$ cat config.mk
export PLATFORM = sky130hd
export DESIGN_NAME = http_chunked_body_decoder_unit
export DESIGN_NICKNAME = d
export VERILOG_FILES = /design/src/hdl/hcbd_pkg.sv /design/src/hdl/http_chunked_body_decoder_unit.sv
export VERILOG_INCLUDE_DIRS = /design/src /design/src/hdl
export SDC_FILE = /design/constraint.sdc
export NUM_CORES = 1
export LEC_CHECK = 0
export BUFFER_PORTS_ARGS = -buffer_cell sky130_fd_sc_hd__buf_2
export CORE_ASPECT_RATIO = 1.25
export CORE_MARGIN = 2
export CORE_UTILIZATION = 55
export DETAILED_ROUTE_END_ITERATION = 12
export HOLD_SLACK_MARGIN = 0.12
export PLACE_DENSITY = 0.84
export RECOVER_POWER = 50
export SYNTH_ARGS = -nofsm -noshare
export SYNTH_HDL_FRONTEND = slang
export SYNTH_SLANG_ARGS = --single-unit
$ cat constraint.sdc
create_clock -name clk -period 17.4 [get_ports clk]
set_input_delay 3.48 -clock clk [delete_from_list [all_inputs] [get_ports clk]]
set_output_delay 3.48 -clock clk [all_outputs]
set_load 0.01 [all_outputs]
$ cat src/hdl/http_chunked_body_decoder_unit_macros.svh
// ----------------------------------------------------------------------------
// Assertion macros for the chunked body decoder
// Shared same-cycle and next-cycle implication forms, reset-qualified.
// ----------------------------------------------------------------------------
`ifndef HTTP_CHUNKED_BODY_DECODER_UNIT_MACROS_SVH
`define HTTP_CHUNKED_BODY_DECODER_UNIT_MACROS_SVH

// same-cycle implication
`define HCBD_ASSERT_IMPL(label, clk, rst_n, ante, cons) \
  label: assert property (@(posedge clk) disable iff (!rst_n) (ante) |-> (cons)) \
    else $error("hcbd assertion failed");

// next-cycle implication
`define HCBD_ASSERT_NEXT(label, clk, rst_n, ante, cons) \
  label: assert property (@(posedge clk) disable iff (!rst_n) (ante) |=> (cons)) \
    else $error("hcbd assertion failed");

`endif

$ cat src/hdl/hcbd_pkg.sv
// ----------------------------------------------------------------------------
// hcbd_pkg
// Types, codes and byte helpers for the chunked body decoder.
// ----------------------------------------------------------------------------
package hcbd_pkg;

  localparam logic [7:0]  ByteCr       = 8'd13;
  localparam logic [7:0]  ByteLf       = 8'd10;
  localparam logic [31:0] MaxBodyReset = 32'd1048576;

  typedef enum logic [1:0] {
    ST_BUSY = 2'd0,
    ST_DONE = 2'd1,
    ST_BAD  = 2'd2,
    ST_BIG  = 2'd3
  } status_t;

  typedef enum logic [3:0] {
    PH_SIZE_FIRST    = 4'd0,
    PH_SIZE          = 4'd1,
    PH_SIZE_LF       = 4'd2,
    PH_DATA          = 4'd3,
    PH_DATA_CR       = 4'd4,
    PH_DATA_LF       = 4'd5,
    PH_TRAILER_START = 4'd6,
    PH_TRAILER       = 4'd7,
    PH_TRAILER_LF    = 4'd8,
    PH_FINAL_LF      = 4'd9,
    PH_HOLD          = 4'd10
  } phase_t;

  typedef struct packed {
    logic [7:0] data_byte;
    logic       start_message;
  } in_item_t;

  typedef struct packed {
    logic [7:0]  payload_byte;
    logic        payload_valid;
    logic [1:0]  status;
    logic [31:0] body_length;
  } out_item_t;

  // {is_hex, value}
  function automatic logic [4:0] hex_decode(input logic [7:0] c);
    logic [4:0] r;
    r = 5'd0;
    if (c >= "0" && c <= "9") begin
      r = {1'b1, 4'(c - "0")};
    end else if (c >= "a" && c <= "f") begin
      r = {1'b1, 4'(c - "a" + 8'd10)};
    end else if (c >= "A" && c <= "F") begin
      r = {1'b1, 4'(c - "A" + 8'd10)};
    end
    return r;
  endfunction

  function automatic logic is_alnum(input logic [7:0] c);
    return (c >= "0" && c <= "9") || (c >= "a" && c <= "z") ||
           (c >= "A" && c <= "Z");
  endfunction

endpackage

$ cat src/hdl/http_chunked_body_decoder_unit.sv
// ----------------------------------------------------------------------------
// http_chunked_body_decoder_unit
// HTTP/1.1 chunked transfer decoder, one body byte per beat.
// ----------------------------------------------------------------------------
// Takes one raw body byte per clock and returns one result beat per byte
// through an input register, then a result register. The decoder state
// (phase, chunk size, byte count, body total) updates once per byte, so a new
// byte can enter every cycle; throughput is bounded only by out_stall. The
// result carries the payload byte when the input was chunk data, the message
// status and the total of fully accepted chunks. start_message on a beat
// clears the decoder before that byte is parsed. Write max_body_size over
// the cfg port only while the decoder is idle; the block does not enforce it.
// ----------------------------------------------------------------------------
`include "http_chunked_body_decoder_unit_macros.svh"

module http_chunked_body_decoder_unit #(
  parameter int LENGTH_BITS = 32
) (
  input  logic                 clk,
  input  logic                 rst_n,
  input  logic                 in_valid,
  output logic                 in_stall,
  input  hcbd_pkg::in_item_t   in_data,
  output logic                 out_valid,
  input  logic                 out_stall,
  output hcbd_pkg::out_item_t  out_data,
  input  logic                 cfg_valid,
  output logic                 cfg_ready,
  input  logic [31:0]          cfg_data
);
  import hcbd_pkg::*;

  localparam int CmpW = 64;

  logic                   s1_valid_r;
  in_item_t               s1_data_r;
  logic                   s2_ready;
  logic                   advance;
  logic                   out_valid_r;
  out_item_t              out_data_r;
  logic [31:0]            max_r;

  phase_t                 phase_r, phase_nxt, ph_cur;
  status_t                status_r, status_nxt, st_cur;
  logic [LENGTH_BITS-1:0] len_r, len_nxt, len_cur;
  logic [LENGTH_BITS-1:0] cnt_r, cnt_nxt, cnt_cur, cnt_inc;
  logic [31:0]            tot_r, tot_nxt, tot_cur;

  logic [7:0]             c;
  logic [4:0]             hex;
  logic                   hex_ok, is_cr, is_lf, len_ovf, last_byte, too_big, len_zero;
  logic [CmpW-1:0]        len_ext, room_ext, sum_ext;
  logic                   pay_v;

  assign cfg_ready = 1'b1;
  assign s2_ready  = !out_valid_r || !out_stall;
  assign in_stall  = s1_valid_r && !s2_ready;
  assign advance   = s1_valid_r && s2_ready;
  assign out_valid = out_valid_r;
  assign out_data  = out_data_r;

  always_ff @(posedge clk) begin
    if (!rst_n) begin
      max_r <= MaxBodyReset;
    end else if (cfg_valid && cfg_ready) begin
      max_r <= cfg_data;
    end
  end

  always_ff @(posedge clk) begin
    if (!rst_n) begin
      s1_valid_r <= 1'b0;
    end else if (!in_stall) begin
      s1_valid_r <= in_valid;
    end
  end

  always_ff @(posedge clk) begin
    if (!in_stall && in_valid) begin
      s1_data_r <= in_data;
    end
  end

  // state seen by this byte, after an optional message restart
  always_comb begin
    c = s1_data_r.data_byte;
    if (s1_data_r.start_message) begin
      ph_cur  = PH_SIZE_FIRST;
      st_cur  = ST_BUSY;
      len_cur = '0;
      cnt_cur = '0;
      tot_cur = '0;
    end else begin
      ph_cur  = phase_r;
      st_cur  = status_r;
      len_cur = len_r;
      cnt_cur = cnt_r;
      tot_cur = tot_r;
    end
  end

  assign hex       = hex_decode(c);
  assign hex_ok    = hex[4];
  assign is_cr     = (c == ByteCr);
  assign is_lf     = (c == ByteLf);
  assign len_ovf   = |len_cur[LENGTH_BITS-1:LENGTH_BITS-4];
  assign len_zero  = (len_cur == '0);
  assign cnt_inc   = cnt_cur + LENGTH_BITS'(1);
  assign last_byte = (cnt_inc == len_cur);
  assign len_ext   = CmpW'(len_cur);
  assign room_ext  = CmpW'(max_r) - CmpW'(tot_cur);
  assign too_big   = (len_ext > room_ext);
  assign sum_ext   = CmpW'(tot_cur) + len_ext;

  // next phase and status
  always_comb begin
    phase_nxt  = ph_cur;
    status_nxt = st_cur;
    unique case (ph_cur)
      PH_SIZE_FIRST: begin
        if (!hex_ok) begin
          phase_nxt = PH_HOLD; status_nxt = ST_BAD;
        end else begin
          phase_nxt = PH_SIZE;
        end
      end
      PH_SIZE: begin
        if (is_cr) begin
          phase_nxt = PH_SIZE_LF;
        end else if (!hex_ok || len_ovf) begin
          phase_nxt = PH_HOLD; status_nxt = ST_BAD;
        end
      end
      PH_SIZE_LF: begin
        if (!is_lf) begin
          phase_nxt = PH_HOLD; status_nxt = ST_BAD;
        end else begin
          phase_nxt = len_zero ? PH_TRAILER_START : PH_DATA;
        end
      end
      PH_DATA: begin
        if (last_byte) begin
          phase_nxt = PH_DATA_CR;
        end
      end
      PH_DATA_CR: begin
        if (!is_cr) begin
          phase_nxt = PH_HOLD; status_nxt = ST_BAD;
        end else begin
          phase_nxt = PH_DATA_LF;
        end
      end
      PH_DATA_LF: begin
        if (!is_lf) begin
          phase_nxt = PH_HOLD; status_nxt = ST_BAD;
        end else if (too_big) begin
          phase_nxt = PH_HOLD; status_nxt = ST_BIG;
        end else begin
          phase_nxt = PH_SIZE_FIRST;
        end
      end
      PH_TRAILER_START: begin
        if (is_cr) begin
          phase_nxt = PH_FINAL_LF;
        end else if (is_alnum(c)) begin
          phase_nxt = PH_TRAILER;
        end else begin
          phase_nxt = PH_HOLD; status_nxt = ST_BAD;
        end
      end
      PH_TRAILER: begin
        if (is_cr) begin
          phase_nxt = PH_TRAILER_LF;
        end
      end
      PH_TRAILER_LF: begin
        if (!is_lf) begin
          phase_nxt = PH_HOLD; status_nxt = ST_BAD;
        end else begin
          phase_nxt = PH_TRAILER_START;
        end
      end
      PH_FINAL_LF: begin
        phase_nxt  = PH_HOLD;
        status_nxt = is_lf ? ST_DONE : ST_BAD;
      end
      PH_HOLD: begin
        phase_nxt = PH_HOLD;
      end
      default: begin
        phase_nxt = ph_cur;
      end
    endcase
  end

  // datapath and payload
  always_comb begin
    len_nxt = len_cur;
    cnt_nxt = cnt_cur;
    tot_nxt = tot_cur;
    pay_v   = 1'b0;
    unique case (ph_cur)
      PH_SIZE_FIRST: begin
        if (hex_ok) begin
          len_nxt = LENGTH_BITS'(hex[3:0]);
          cnt_nxt = '0;
        end
      end
      PH_SIZE: begin
        if (!is_cr && hex_ok && !len_ovf) begin
          len_nxt = {len_cur[LENGTH_BITS-5:0], hex[3:0]};
        end
      end
      PH_DATA: begin
        pay_v   = 1'b1;
        cnt_nxt = cnt_inc;
      end
      PH_DATA_LF: begin
        if (is_lf && !too_big) begin
          tot_nxt = sum_ext[31:0];
          len_nxt = '0;
          cnt_nxt = '0;
        end
      end
      default: begin
        pay_v = 1'b0;
      end
    endcase
  end

  always_ff @(posedge clk) begin
    if (!rst_n) begin
      phase_r  <= PH_SIZE_FIRST;
      status_r <= ST_BUSY;
      len_r    <= '0;
      cnt_r    <= '0;
      tot_r    <= '0;
    end else if (advance) begin
      phase_r  <= phase_nxt;
      status_r <= status_nxt;
      len_r    <= len_nxt;
      cnt_r    <= cnt_nxt;
      tot_r    <= tot_nxt;
    end
  end

  always_ff @(posedge clk) begin
    if (!rst_n) begin
      out_valid_r <= 1'b0;
    end else if (s2_ready) begin
      out_valid_r <= s1_valid_r;
    end
  end

  always_ff @(posedge clk) begin
    if (advance) begin
      out_data_r.payload_byte  <= pay_v ? c : 8'd0;
      out_data_r.payload_valid <= pay_v;
      out_data_r.status        <= status_nxt;
      out_data_r.body_length   <= tot_nxt;
    end
  end

  `HCBD_ASSERT_IMPL(a_payload_only_busy, clk, rst_n,
    out_valid_r && out_data_r.payload_valid, out_data_r.status == ST_BUSY)
  `HCBD_ASSERT_IMPL(a_hold_matches_status, clk, rst_n,
    1'b1, (phase_r == PH_HOLD) == (status_r != ST_BUSY))
  `HCBD_ASSERT_IMPL(a_count_below_size, clk, rst_n,
    phase_r == PH_DATA, cnt_r < len_r)
  `HCBD_ASSERT_NEXT(a_advance_fills_out, clk, rst_n,
    advance, out_valid_r)

endmodule
==> results of run 1 <==
==> critical path, delay by kind of cell, from the launching register on <==
family / cells / cell delay [ns]
buf+inv: 4 / 3.27
compound gates: 12 / 3.17
simple gates: 6 / 2.34
fa+ha+maj: 2 / 0.76
flops: 1 / 0.32
xor+xnor: 1 / 0.16
==> per-layer routing <==
layer  track usage  vias up  part of all wire
met5             0        -                 0
met4         0.167        0             0.052
met3        0.0425      133             0.063
met2         0.481      583              0.47
met1         0.357     6212              0.42
li1              -     6299                 -
==> through the flow <==
stage	instance area, um^2	setup slack (ns)	total power, W	util
2_1_floorplan	13900	10.22	0.000651	-
3_3_place_gp	14600	9.84	0.000702	0.581
3_5_place_dp	14600	9.72	0.000709	0.581
4_1_cts	15100	9.68	0.00108	0.603
5_1_grt	15000	6.79	0.00112	0.599
6_report	15000	7.12	0.00108	0.599
==> report_power, final <==
group	internal [W]	switching (W)
clock network	0.000197	0.000178
registers	0.000467	0.0000150
logic	0.0000861	0.000136
==> worst min path at each step <==
stage	from	to	slack (ns)	cells past startpoint
after floorplan	tot_r[16]	tot_r[16]	0.44	2
after global placement	tot_r[16]	tot_r[16]	0.44	2
after detailed placement	tot_r[16]	tot_r[16]	0.45	2
after CTS	tot_r[16]	tot_r[16]	0.46	2
after global routing	tot_r[16]	tot_r[16]	0.47	2
final	tot_r[16]	tot_r[16]	0.46	2
==> state kept, by name, summed over array words and instances (netlist names) <==
name        count
c               8
cnt_r          32
len_r          32
max_r          32
out_data       43
out_valid       1
phase_r         4
s1_data_r       1
s1_valid_r      1
status_r        2
tot_r          32
==> layout by cell type, fill, tap and decap left out, types with 9 or more instances in the layout <==
master,n
a21oi_1,142
nor2_1,160
o211ai_1,12
o21a_1,19
clkbuf_16,17
mux2i_1,61
o21ai_0,143
or3_1,13
and3_1,13
a211oi_1,12
o21ai_1,13
clkbuf_1,56
o21bai_1,10
o211a_1,14
nand2b_1,28
inv_1,74
a31oi_1,22
xor2_1,44
a22oi_1,14
and2_1,9
o22ai_1,11
dfxtp_1,136
nor2b_1,40
nor4_1,14
ha_1,100
a21o_1,29
nand4_1,20
edfxtp_1,52
xnor2_1,56
nand3_1,37
nand2_1,169
buf_2,44
nor3_1,23
==> Yosys cell counts, drive strengths merged (22+ instances only) <==
cell and count:
nor2 162, nor2b 40, a31oi 22, clkbuf 62
nor3 26, nand4 23, nand2b 28, inv 74
o21ai 158, mux2i 61, nand2 169, dfxtp 136
buf 26, a21o 29, xnor2 56, ha 100
a21oi 143, xor2 44, edfxtp 52, nand3 37
==> layout make-up <==
class / count / area, um^2
multi-input cells: 1364 / 9020
clock inverters: 11 / 96.3
clock buffers: 21 / 440
inverters: 75 / 283
flip-flops and latches: 188 / 4280
well taps: 335 / 419
repair buffers: 103 / 468
fillers: 2284 / 10000
==> logic make-up after synthesis <==
kind of cell / after synthesis
XOR/XNOR: 100
other: 1
buffers and inverters: 163
flip-flops: 188
adder cells (fa/ha/maj): 103
AO/OA/AOI/OAI: 524
multiplexers: 63
AND/OR/NAND/NOR: 573
==> out/results.txt, run 1 <==
status: finished with violations
drt initial violations: 1152
Seq cells post-synth: 188
fmax: 0.0973 GHz
Max Root-Sink Buffers: 2
HP Class: reg -> reg
Synth Area in Adders: 0.0934
first-pass GRT wire length: 62400 um
Worst slew margin: -1.30
Syn Inst Count: 1715
Syn Area/Cell: 8.13 um^2
dpl cells: 2065
Vias/cell: 6.31
mux cell area share after synthesis: 0.0454
R2R Setup Slk: 7.12 ns
Post-synth ARST share: 0
post_cts resized: 0
crit share post-route: 0.591
Std-Cell Rows: 65
Synth area leader: dfxtp_1
Post-Route WL: 39400 um
DRT antenna net count: 0
setup bufs post-CTS: 0
Area Growth Syn to Fin: 7.71%
GPL Wtd Cong: 0.928
die height: 182 um
violated checks: capacitance limit, slew limit
share of post-route cells with drive strength above 1: 0.0653
Seq/Total Area, Yosys: 0.307
WL/cell: 18.8 um
setup_tns: 0 ns
yosys warns: 0
Hold Buf Count CTS: 0
DP HPWL: 28200 um
Max Slew Vio Count: 266
Slew @ Worst Pin: 3.45 ns
top-area cell type share of the netlist area: 0.195
Starting Density: 0.556
Synth Area in Simple Gates: 0.204
Remaining DRCs: 0
Crit. End Element: register
Final setup viols: 0
IO Count: 92
Critical Path End: cnt_r[31]
Num CTS Buffers: 17
vias in the first global route: 12400
GRT Total Usage: 0.289
Die ar.: 0.0266 mm^2
Crit Path Max Fanout: 36
Synth cell types: 91
hold_ws: 0.457 ns
Nets: 1897
P_leak: 6.37 nW
H-tree depth: 4
via count: 13200
kind of critical path: reg -> reg
skew final: 0.0109 ns
drt pass-1 iters: 8
core footprint: 0.0250 mm^2
post-synthesis compound-gate area fraction: 0.241
Final Hold Viols: 0
worst-case reg-to-reg path depth: 25
Critical Path RT: 17.62 ns
highest-delay cell along the critical path: clkbuf_1
clk sink count: 188
max-cap viol count: 6
Synth area leaders: dfxtp_1 (20%), edfxtp_1 (11%), ha_1 (9.0%)
R2R Path End: cnt_r[31]
GRT Residual Overflow: 0
CTS clk-pin slew, worst paths: 0.07 ns
ys flop type: dfxtp_1
Reg2Reg Launch Point: s1_data_r[0]
Syn Nets: 1863
largest net degree at the start of global routing: 78
RSZ-0062 raised after global routing: no
Synth Cell Area: 0.0139 mm^2
Worst setup SP type: register
Max VDD drop: 0.0000685 V
CP peak stage delay: 1.26 ns
xor/xnor share of the synthesized area: 0.0628
chip width: 146 um
combinational family with the most area after synthesis: compound AO/OA/AOI/OAI gates
PwrDens: 71.9 mW/mm^2
number of enable flip-flop cells after synthesis: 52
TritonCTS clock tree: yes
later-pin clock latency in the skew report: 0.45 ns
CP startpoint: s1_data_r[0]
Cell Count, Final, Fillers Out: 2097
initial antenna violation count: 0
Arrival @ worst endpoint: 10.51 ns
# diodes: 0
IO Port Bufs: 90
Tmin final: 10.28 ns
Root Buffer: clkbuf_16
Power figures use the tool's default switching activity.
==> run 2, diff against run 1 <==
- PLACE_DENSITY: 0.84 -> 0.87
- clock period: 17.4 -> 9.4 ns (I/O delays scaled with it)
==> run 2 against run 1 <==
  * The flow still finishes with violations (capacitance limit, slew limit)
  * Clock skew is 0.0031 ns higher
  * Final area is 0.49% higher
  * Via count rose by 1.9%
  * Register-to-register slack worse by 5.6 ns
  * Worst setup slack lost 5.6 ns
  * Core utilization increased by 0.29 points
  * Final cell count about the same
  * Sequential power increased by 85%
==> out/results.txt, run 2 (synthesis gave the netlist of run 1 again) <==
drt initial violations: 1407 (+22%)
worst-case reg-to-reg path depth: 22 (-12%)
skew final: 0.0140 ns (+0.00313 ns)
Reg2Reg Launch Point: s1_data_r[0]
crit share post-route: 0.835 (+0.244)
FF+latch area: 0.00428 mm^2 (unchanged)
setup_tns: 0 ns (unchanged)
Tmin final: 7.85 ns (-2.44 ns)
TritonCTS clock tree: yes
first-pass GRT wire length: 64900 um (+3.9%)
core footprint: 0.0250 mm^2 (unchanged)
die height: 182 um (unchanged)
initial antenna violation count: 0 (unchanged)
IO Port Bufs: 90 (unchanged)
Num CTS Buffers: 17 (unchanged)
Final Hold Viols: 0 (unchanged)
P_leak: 6.41 nW (+0.63%)
Nets: 1898 (+0.053%)
setup bufs post-CTS: 0 (unchanged)
H-tree depth: 4 (unchanged)
kind of critical path: reg -> reg
post_cts resized: 0 (unchanged)
HP Class: reg -> reg
Crit Path Max Fanout: 35 (-2.8%)
cell area after layout: 0.0151 mm^2 (+0.49%)
fillers: 2224 (-2.6%)
CTS clk-pin slew, worst paths: 0.07 ns (about the same)
Vias/cell: 6.42 (+1.8%)
# diodes: 0 (unchanged)
share of post-route cells with drive strength above 1: 0.0669 (+0.00166)
status: finished with violations
fmax: 0.127 GHz (+31%)
Worst setup SP type: register
Arrival @ worst endpoint: 8.23 ns (-2.28 ns)
GRT Total Usage: 0.300 (+0.0110)
PwrDens: 136 mW/mm^2 (+90%)
footprint of the multi-input gates: 0.00902 mm^2 (unchanged)
RSZ-0062 raised after global routing: no
grt met3 use: 0.0462 (+0.00377)
GPL Wtd Cong: 0.928 (about the same)
largest net degree at the start of global routing: 67 (-14%)
Worst slew margin: -1.29 (+0.0108)
Max Root-Sink Buffers: 2 (unchanged)
GRT Residual Overflow: 0 (unchanged)
hold path endpoint: tot_r[20]
Critical Path RT: 9.79 ns (-7.83 ns)
Hold Crit Start: tot_r[20]
Root Buffer: clkbuf_16
met2 usage: 0.526 (+0.0449)
Remaining DRCs: 0 (unchanged)
drt pass-1 iters: 6 (-2)
DRT antenna net count: 0 (unchanged)
IO Count: 92 (unchanged)
most frequent cells in the layout: nand2_1 (168), nor2_1 (161), o21ai_0 (143)
placed cell areas: 0.0146 mm^2 (about the same)
chip width: 146 um (unchanged)
clk sink count: 188 (unchanged)
commonest non-fill, non-tap cell in the layout: nand2_1
Max Slew Vio Count: 282 (+6.0%)
Max VDD drop: 0.000131 V (+92%)
hold_ws: 0.461 ns (+0.00400 ns)
Die ar.: 0.0266 mm^2 (unchanged)
R2R Path End: tot_r[31]
violated checks: capacitance limit, slew limit
Crit. End Element: register
max-cap viol count: 5 (-1)
Starting Density: 0.556 (unchanged)
Top Usage Layer GRT: met2
Largest register FFs: 43 (unchanged)
later-pin clock latency in the skew report: 0.45 ns (about the same)
Slew @ Worst Pin: 3.43 ns (-0.0162 ns)
Area Growth Syn to Fin: 8.24%
DP HPWL: 28900 um (+2.3%)
R2R Setup Slk: 1.55 ns (-5.56 ns)
via count: 13500 (+1.9%)
grt met1 use: 0.348 (-0.00923)
Post-Route WL: 40700 um (+3.3%)
depth of the worst hold-timing path: 2 (unchanged)
Hold Buf Count CTS: 0 (unchanged)
vias in the first global route: 13000 (+4.5%)
WL/cell: 19.4 um (+3.3%)
final core utilization: 0.602 (+0.00295)
Final setup viols: 0 (unchanged)
Std-Cell Rows: 65 (unchanged)
## run 2: cell count changes in the layout (fill, tap and decap cells not counted), moves of 2 or more
cell	previous run	this run
buf_4	7	9
and2_1	9	11
clkbuf_8	0	2
inv_4	2	0
and2_0	4	2
clkinv_2	4	2
clkbuf_1	56	54
## run 2: cell type report
class / count / share of cell area
flip-flops and latches: 188 / 0.284
repair buffers: 104 / 0.0318
clock buffers: 24 / 0.0328
clock inverters: 8 / 0.00697
well taps: 335 / 0.0278
multi-input cells: 1364 / 0.598
inverters: 75 / 0.0187
## run 2: power by group
group          switching, W  internal (W)  total, W
Combinational      0.000251      0.000159  0.000410
Sequential        0.0000300      0.000864  0.000894
Clock              0.000328      0.000425  0.000753
## run 2: metrics by stage
step                      instances  setup WS, ns  power (W)
final                          2098          1.55    0.00206
after global routing           2098          1.17    0.00213
after CTS                      2098          2.35    0.00205
after detailed placement       2066          2.38    0.00131
after global placement         2066          2.71    0.00130
after floorplan                1715          3.31    0.00120
## run 2: routing by layer
| metal | vias to the layer above | routed length [um] |
|---|---|---|
| li1 | 6276 | - |
| met1 | 6407 | 16000 |
| met2 | 627 | 19900 |
| met3 | 166 | 2660 |
| met4 | 0 | 2180 |
| met5 | - | 0 |
## run 2: how the worst max path moves through the flow
stage | start | end | slack, ns | cells after the start
after floorplan | s1_data_r[0] | tot_r[20] | 3.31 | 26
after global placement | s1_data_r[0] | tot_r[20] | 2.71 | 24
after detailed placement | s1_data_r[0] | tot_r[31] | 2.38 | 24
after CTS | s1_data_r[0] | tot_r[31] | 2.35 | 24
after global routing | s1_data_r[0] | tot_r[20] | 1.17 | 22
final | s1_data_r[0] | tot_r[31] | 1.55 | 22
## run 2: worst max-delay path, stage by stage, from the launching register on
cell,delay (ns)
edfxtp_1,0.39
clkinv_1,0.33
clkbuf_1,1.38
nand2_1,0.37
ha_1,0.52
and4_1,0.23
nand2_1,0.13
a2111oi_4,0.52
o31ai_1,0.19
a21oi_1,0.20
o22ai_1,0.11
xor2_1,0.16
ha_1,0.30
nand4_1,0.15
nor4_1,0.41
nand4_1,0.19
o21ai_0,0.19
o21ai_1,0.22
nor3_4,0.85
buf_4,0.36
nor3b_1,0.25
a22o_1,0.19
o21a_1,0.11
==> run 3, diff against run 2 <==
- ABC_AREA: default -> 1
- PLACE_DENSITY: 0.87 -> 0.84
- clock period: 9.4 -> 8.1 ns (I/O delays scaled with it)
==> run 3 against run 2 <==
  * The flow still finishes with violations (capacitance limit, slew limit)
  * Global-route usage up 4.1 points
  * First-iteration DRC count rose by 8.0%
  * Sequential share of layout area shrank 2.4 points
  * Final area is 9.4% higher
  * Combinational power is 65% higher
  * Largest cell class unchanged
==> out/results.txt, run 3 <==
status: finished with violations
violated checks: capacitance limit, slew limit
chip width: 153 um (+4.8%)
DRT antenna net count: 0 (unchanged)
Worst slew margin: -1.95 (-0.661)
IO Port Bufs: 90 (unchanged)
Area Growth Syn to Fin: 7.50%
initial antenna violation count: 0 (unchanged)
drt initial violations: 1519 (+8.0%)
setup bufs post-CTS: 0 (unchanged)
Syn Nets: 2553 (+37%)
Final Hold Viols: 0 (unchanged)
Largest register FFs: 43 (unchanged)
TritonCTS clock tree: yes
top-area cell type share of the netlist area: 0.177 (-0.0179)
R2R Setup Slk: 1.02 ns (-0.54 ns)
later-pin clock latency in the skew report: 0.46 ns (about the same)
via count: 16600 (+23%)
number of enable flip-flop cells after synthesis: 52 (unchanged)
PwrDens: 161 mW/mm^2 (+18%)
Max Slew Vio Count: 281 (-0.35%)
Worst setup SP type: register
Max Root-Sink Buffers: 2 (unchanged)
Starting Density: 0.557 (about the same)
setup_tns: 0 ns (unchanged)
Syn Area/Cell: 6.38 um^2 (-21%)
commonest non-fill, non-tap cell in the layout: nand2_1
Final setup viols: 0 (unchanged)
kind of critical path: reg -> reg
HP Class: reg -> reg
most common cell in the netlist: nand2_1
fmax: 0.141 GHz (+11%)
Tmin final: 7.08 ns (-0.762 ns)
worst-case reg-to-reg path depth: 30 (+36%)
placed cell areas: 0.0160 mm^2 (+9.5%)
skew final: 0.0155 ns (+0.00146 ns)
RSZ-0062 raised after global routing: no
Seq cells post-synth: 188 (unchanged)
post_cts resized: 0 (unchanged)
Crit Path Max Fanout: 27 (-23%)
clk sink count: 188 (unchanged)
Arrival @ worst endpoint: 7.44 ns (-0.79 ns)
max-cap viol count: 4 (-1)
most frequent CP cell: nand2_1
depth of the worst hold-timing path: 2 (unchanged)
H-tree depth: 4 (unchanged)
Slew @ Worst Pin: 4.42 ns (+0.992 ns)
Nets: 2593 (+37%)
# diodes: 0 (unchanged)
Synth cell types: 55 (-40%)
Max VDD drop: 0.000127 V (-3.4%)
most frequent cells in the layout: nand2_1 (547), inv_1 (337), nor2_1 (280)
Critical Path RT: 8.46 ns (-1.33 ns)
Post-synth ARST share: 0 (unchanged)
CTS clk-pin slew, worst paths: 0.08 ns (about the same)
Root Buffer: clkbuf_16
WL/cell: 18.1 um (-6.9%)
first-pass GRT wire length: 79900 um (+23%)
synth cell count leaders: nand2_1 (547), inv_1 (336), nor2_1 (280), o21ai_0 (219), a21oi_1 (209)
Vias/cell: 5.92 (-7.8%)
crit share post-route: 0.874 (+0.0398)
GRT Total Usage: 0.341 (+0.0410)
ys flop type: dfxtp_1
Num CTS Buffers: 17 (unchanged)
Synth area leader: dfxtp_1
Crit. End Element: register
CP peak stage delay: 0.55 ns (-0.83 ns)
P_leak: 7.91 nW (+23%)
Synth Cell Area: 0.0153 mm^2 (+10%)
yosys warns: 0 (unchanged)
core footprint: 0.0276 mm^2 (+10%)
Synth area leaders: dfxtp_1 (18%), nand2_1 (13%), edfxtp_1 (10%)
highest-delay cell along the critical path: nand3_2
Post-Route WL: 50800 um (+25%)
Syn Inst Count: 2405 (+40%)
GPL Wtd Cong: 0.998 (+7.5%)
GRT Residual Overflow: 0 (unchanged)
largest net degree at the start of global routing: 103 (+54%)
DP HPWL: 38500 um (+33%)
share of post-route cells with drive strength above 1: 0.0537 (-0.0132)
Std-Cell Rows: 68 (+4.6%)
Remaining DRCs: 0 (unchanged)
die height: 191 um (+4.8%)
Die ar.: 0.0293 mm^2 (+9.9%)
IO Count: 92 (unchanged)
vias in the first global route: 15700 (+21%)
Seq/Total Area, Yosys: 0.279 (-0.0282)
Hold Buf Count CTS: 0 (unchanged)
drt pass-1 iters: 8 (+2)
cell area after layout: 0.0165 mm^2 (+9.4%)
==> run 3: cell count changes in the layout (fill, tap and decap cells not counted), sizes merged, moves of 40 or more <==
cell,delta
nand2,+382
nor2b,-40
inv,+278
a21oi,+67
nand3,+138
nor2,+134
o21ai,+71
mux2i,-61
==> run 3: final timing paths <==
| check | startpoint | to |
|---|---|---|
| setup / recovery | s1_data_r[0] | len_r[17] |
| hold / removal | phase_r[0] | phase_r[0] |
| setup reg to reg | s1_data_r[0] | len_r[17] |
| hold reg to reg | phase_r[0] | phase_r[0] |
==> run 3: power by group <==
group | internal (W) | total [W] | switching, W
Sequential | 0.00102 | 0.00106 | 0.0000374
Combinational | 0.000225 | 0.000676 | 0.000451
Clock | 0.000473 | 0.000912 | 0.000439
==> run 3: metrics by stage <==
stage               cells  hold slack (ns)  total power (W)  setup WS (ns)   util
global route         2808            0.499          0.00277          0.608  0.598
CTS                  2808            0.475          0.00263           1.27  0.601
detailed placement   2776            0.464          0.00174           1.27  0.579
finish               2808            0.472          0.00265           1.02  0.598
floorplan            2405            0.435          0.00156           2.94      -
global placement     2776            0.454          0.00172           1.49  0.579
==> run 3: per-layer routing <==
| metal | up-vias | GRT usage | share of wire | wire length [um] |
|---|---|---|---|---|
| li1 | 8027 | - | - | - |
| met1 | 7627 | 0.413 | 0.39 | 20000 |
| met2 | 811 | 0.587 | 0.48 | 24200 |
| met3 | 172 | 0.0425 | 0.073 | 3700 |
| met4 | 0 | 0.190 | 0.056 | 2850 |
| met5 | - | 0 | 0 | 0 |
==> run 3: worst max-delay path, delay by kind of cell (launching register included) <==
family                   cells  cell delay [ns]
AND/OR/NAND/NOR             14             3.08
AO/OA/AOI/OAI                9             1.65
flip-flops                   1             0.44
adder cells (fa/ha/maj)      2             0.66
buffers and inverters        5             1.15
==> run 3: final cells by class <==
class / count / area [um^2]
clock buffer: 17 / 425
sequential: 188 / 4280
timing repair buffer: 104 / 483
inverter: 347 / 1300
fill: 2722 / 11100
clock inverter: 15 / 199
multi-input combinational: 1787 / 9360
tap: 350 / 438
==> run 3: logic make-up (layout without fill, tap and decap cells) <==
family,count (synthesis),count (layout),synth area share
compound gates,555,555,0.198
xor+xnor,55,55,0.0332
fa+ha+maj,102,102,0.0841
buf+inv,430,483,0.111
flops,188,188,0.279
other cells,1,1,0.000244
simple gates,1074,1074,0.295
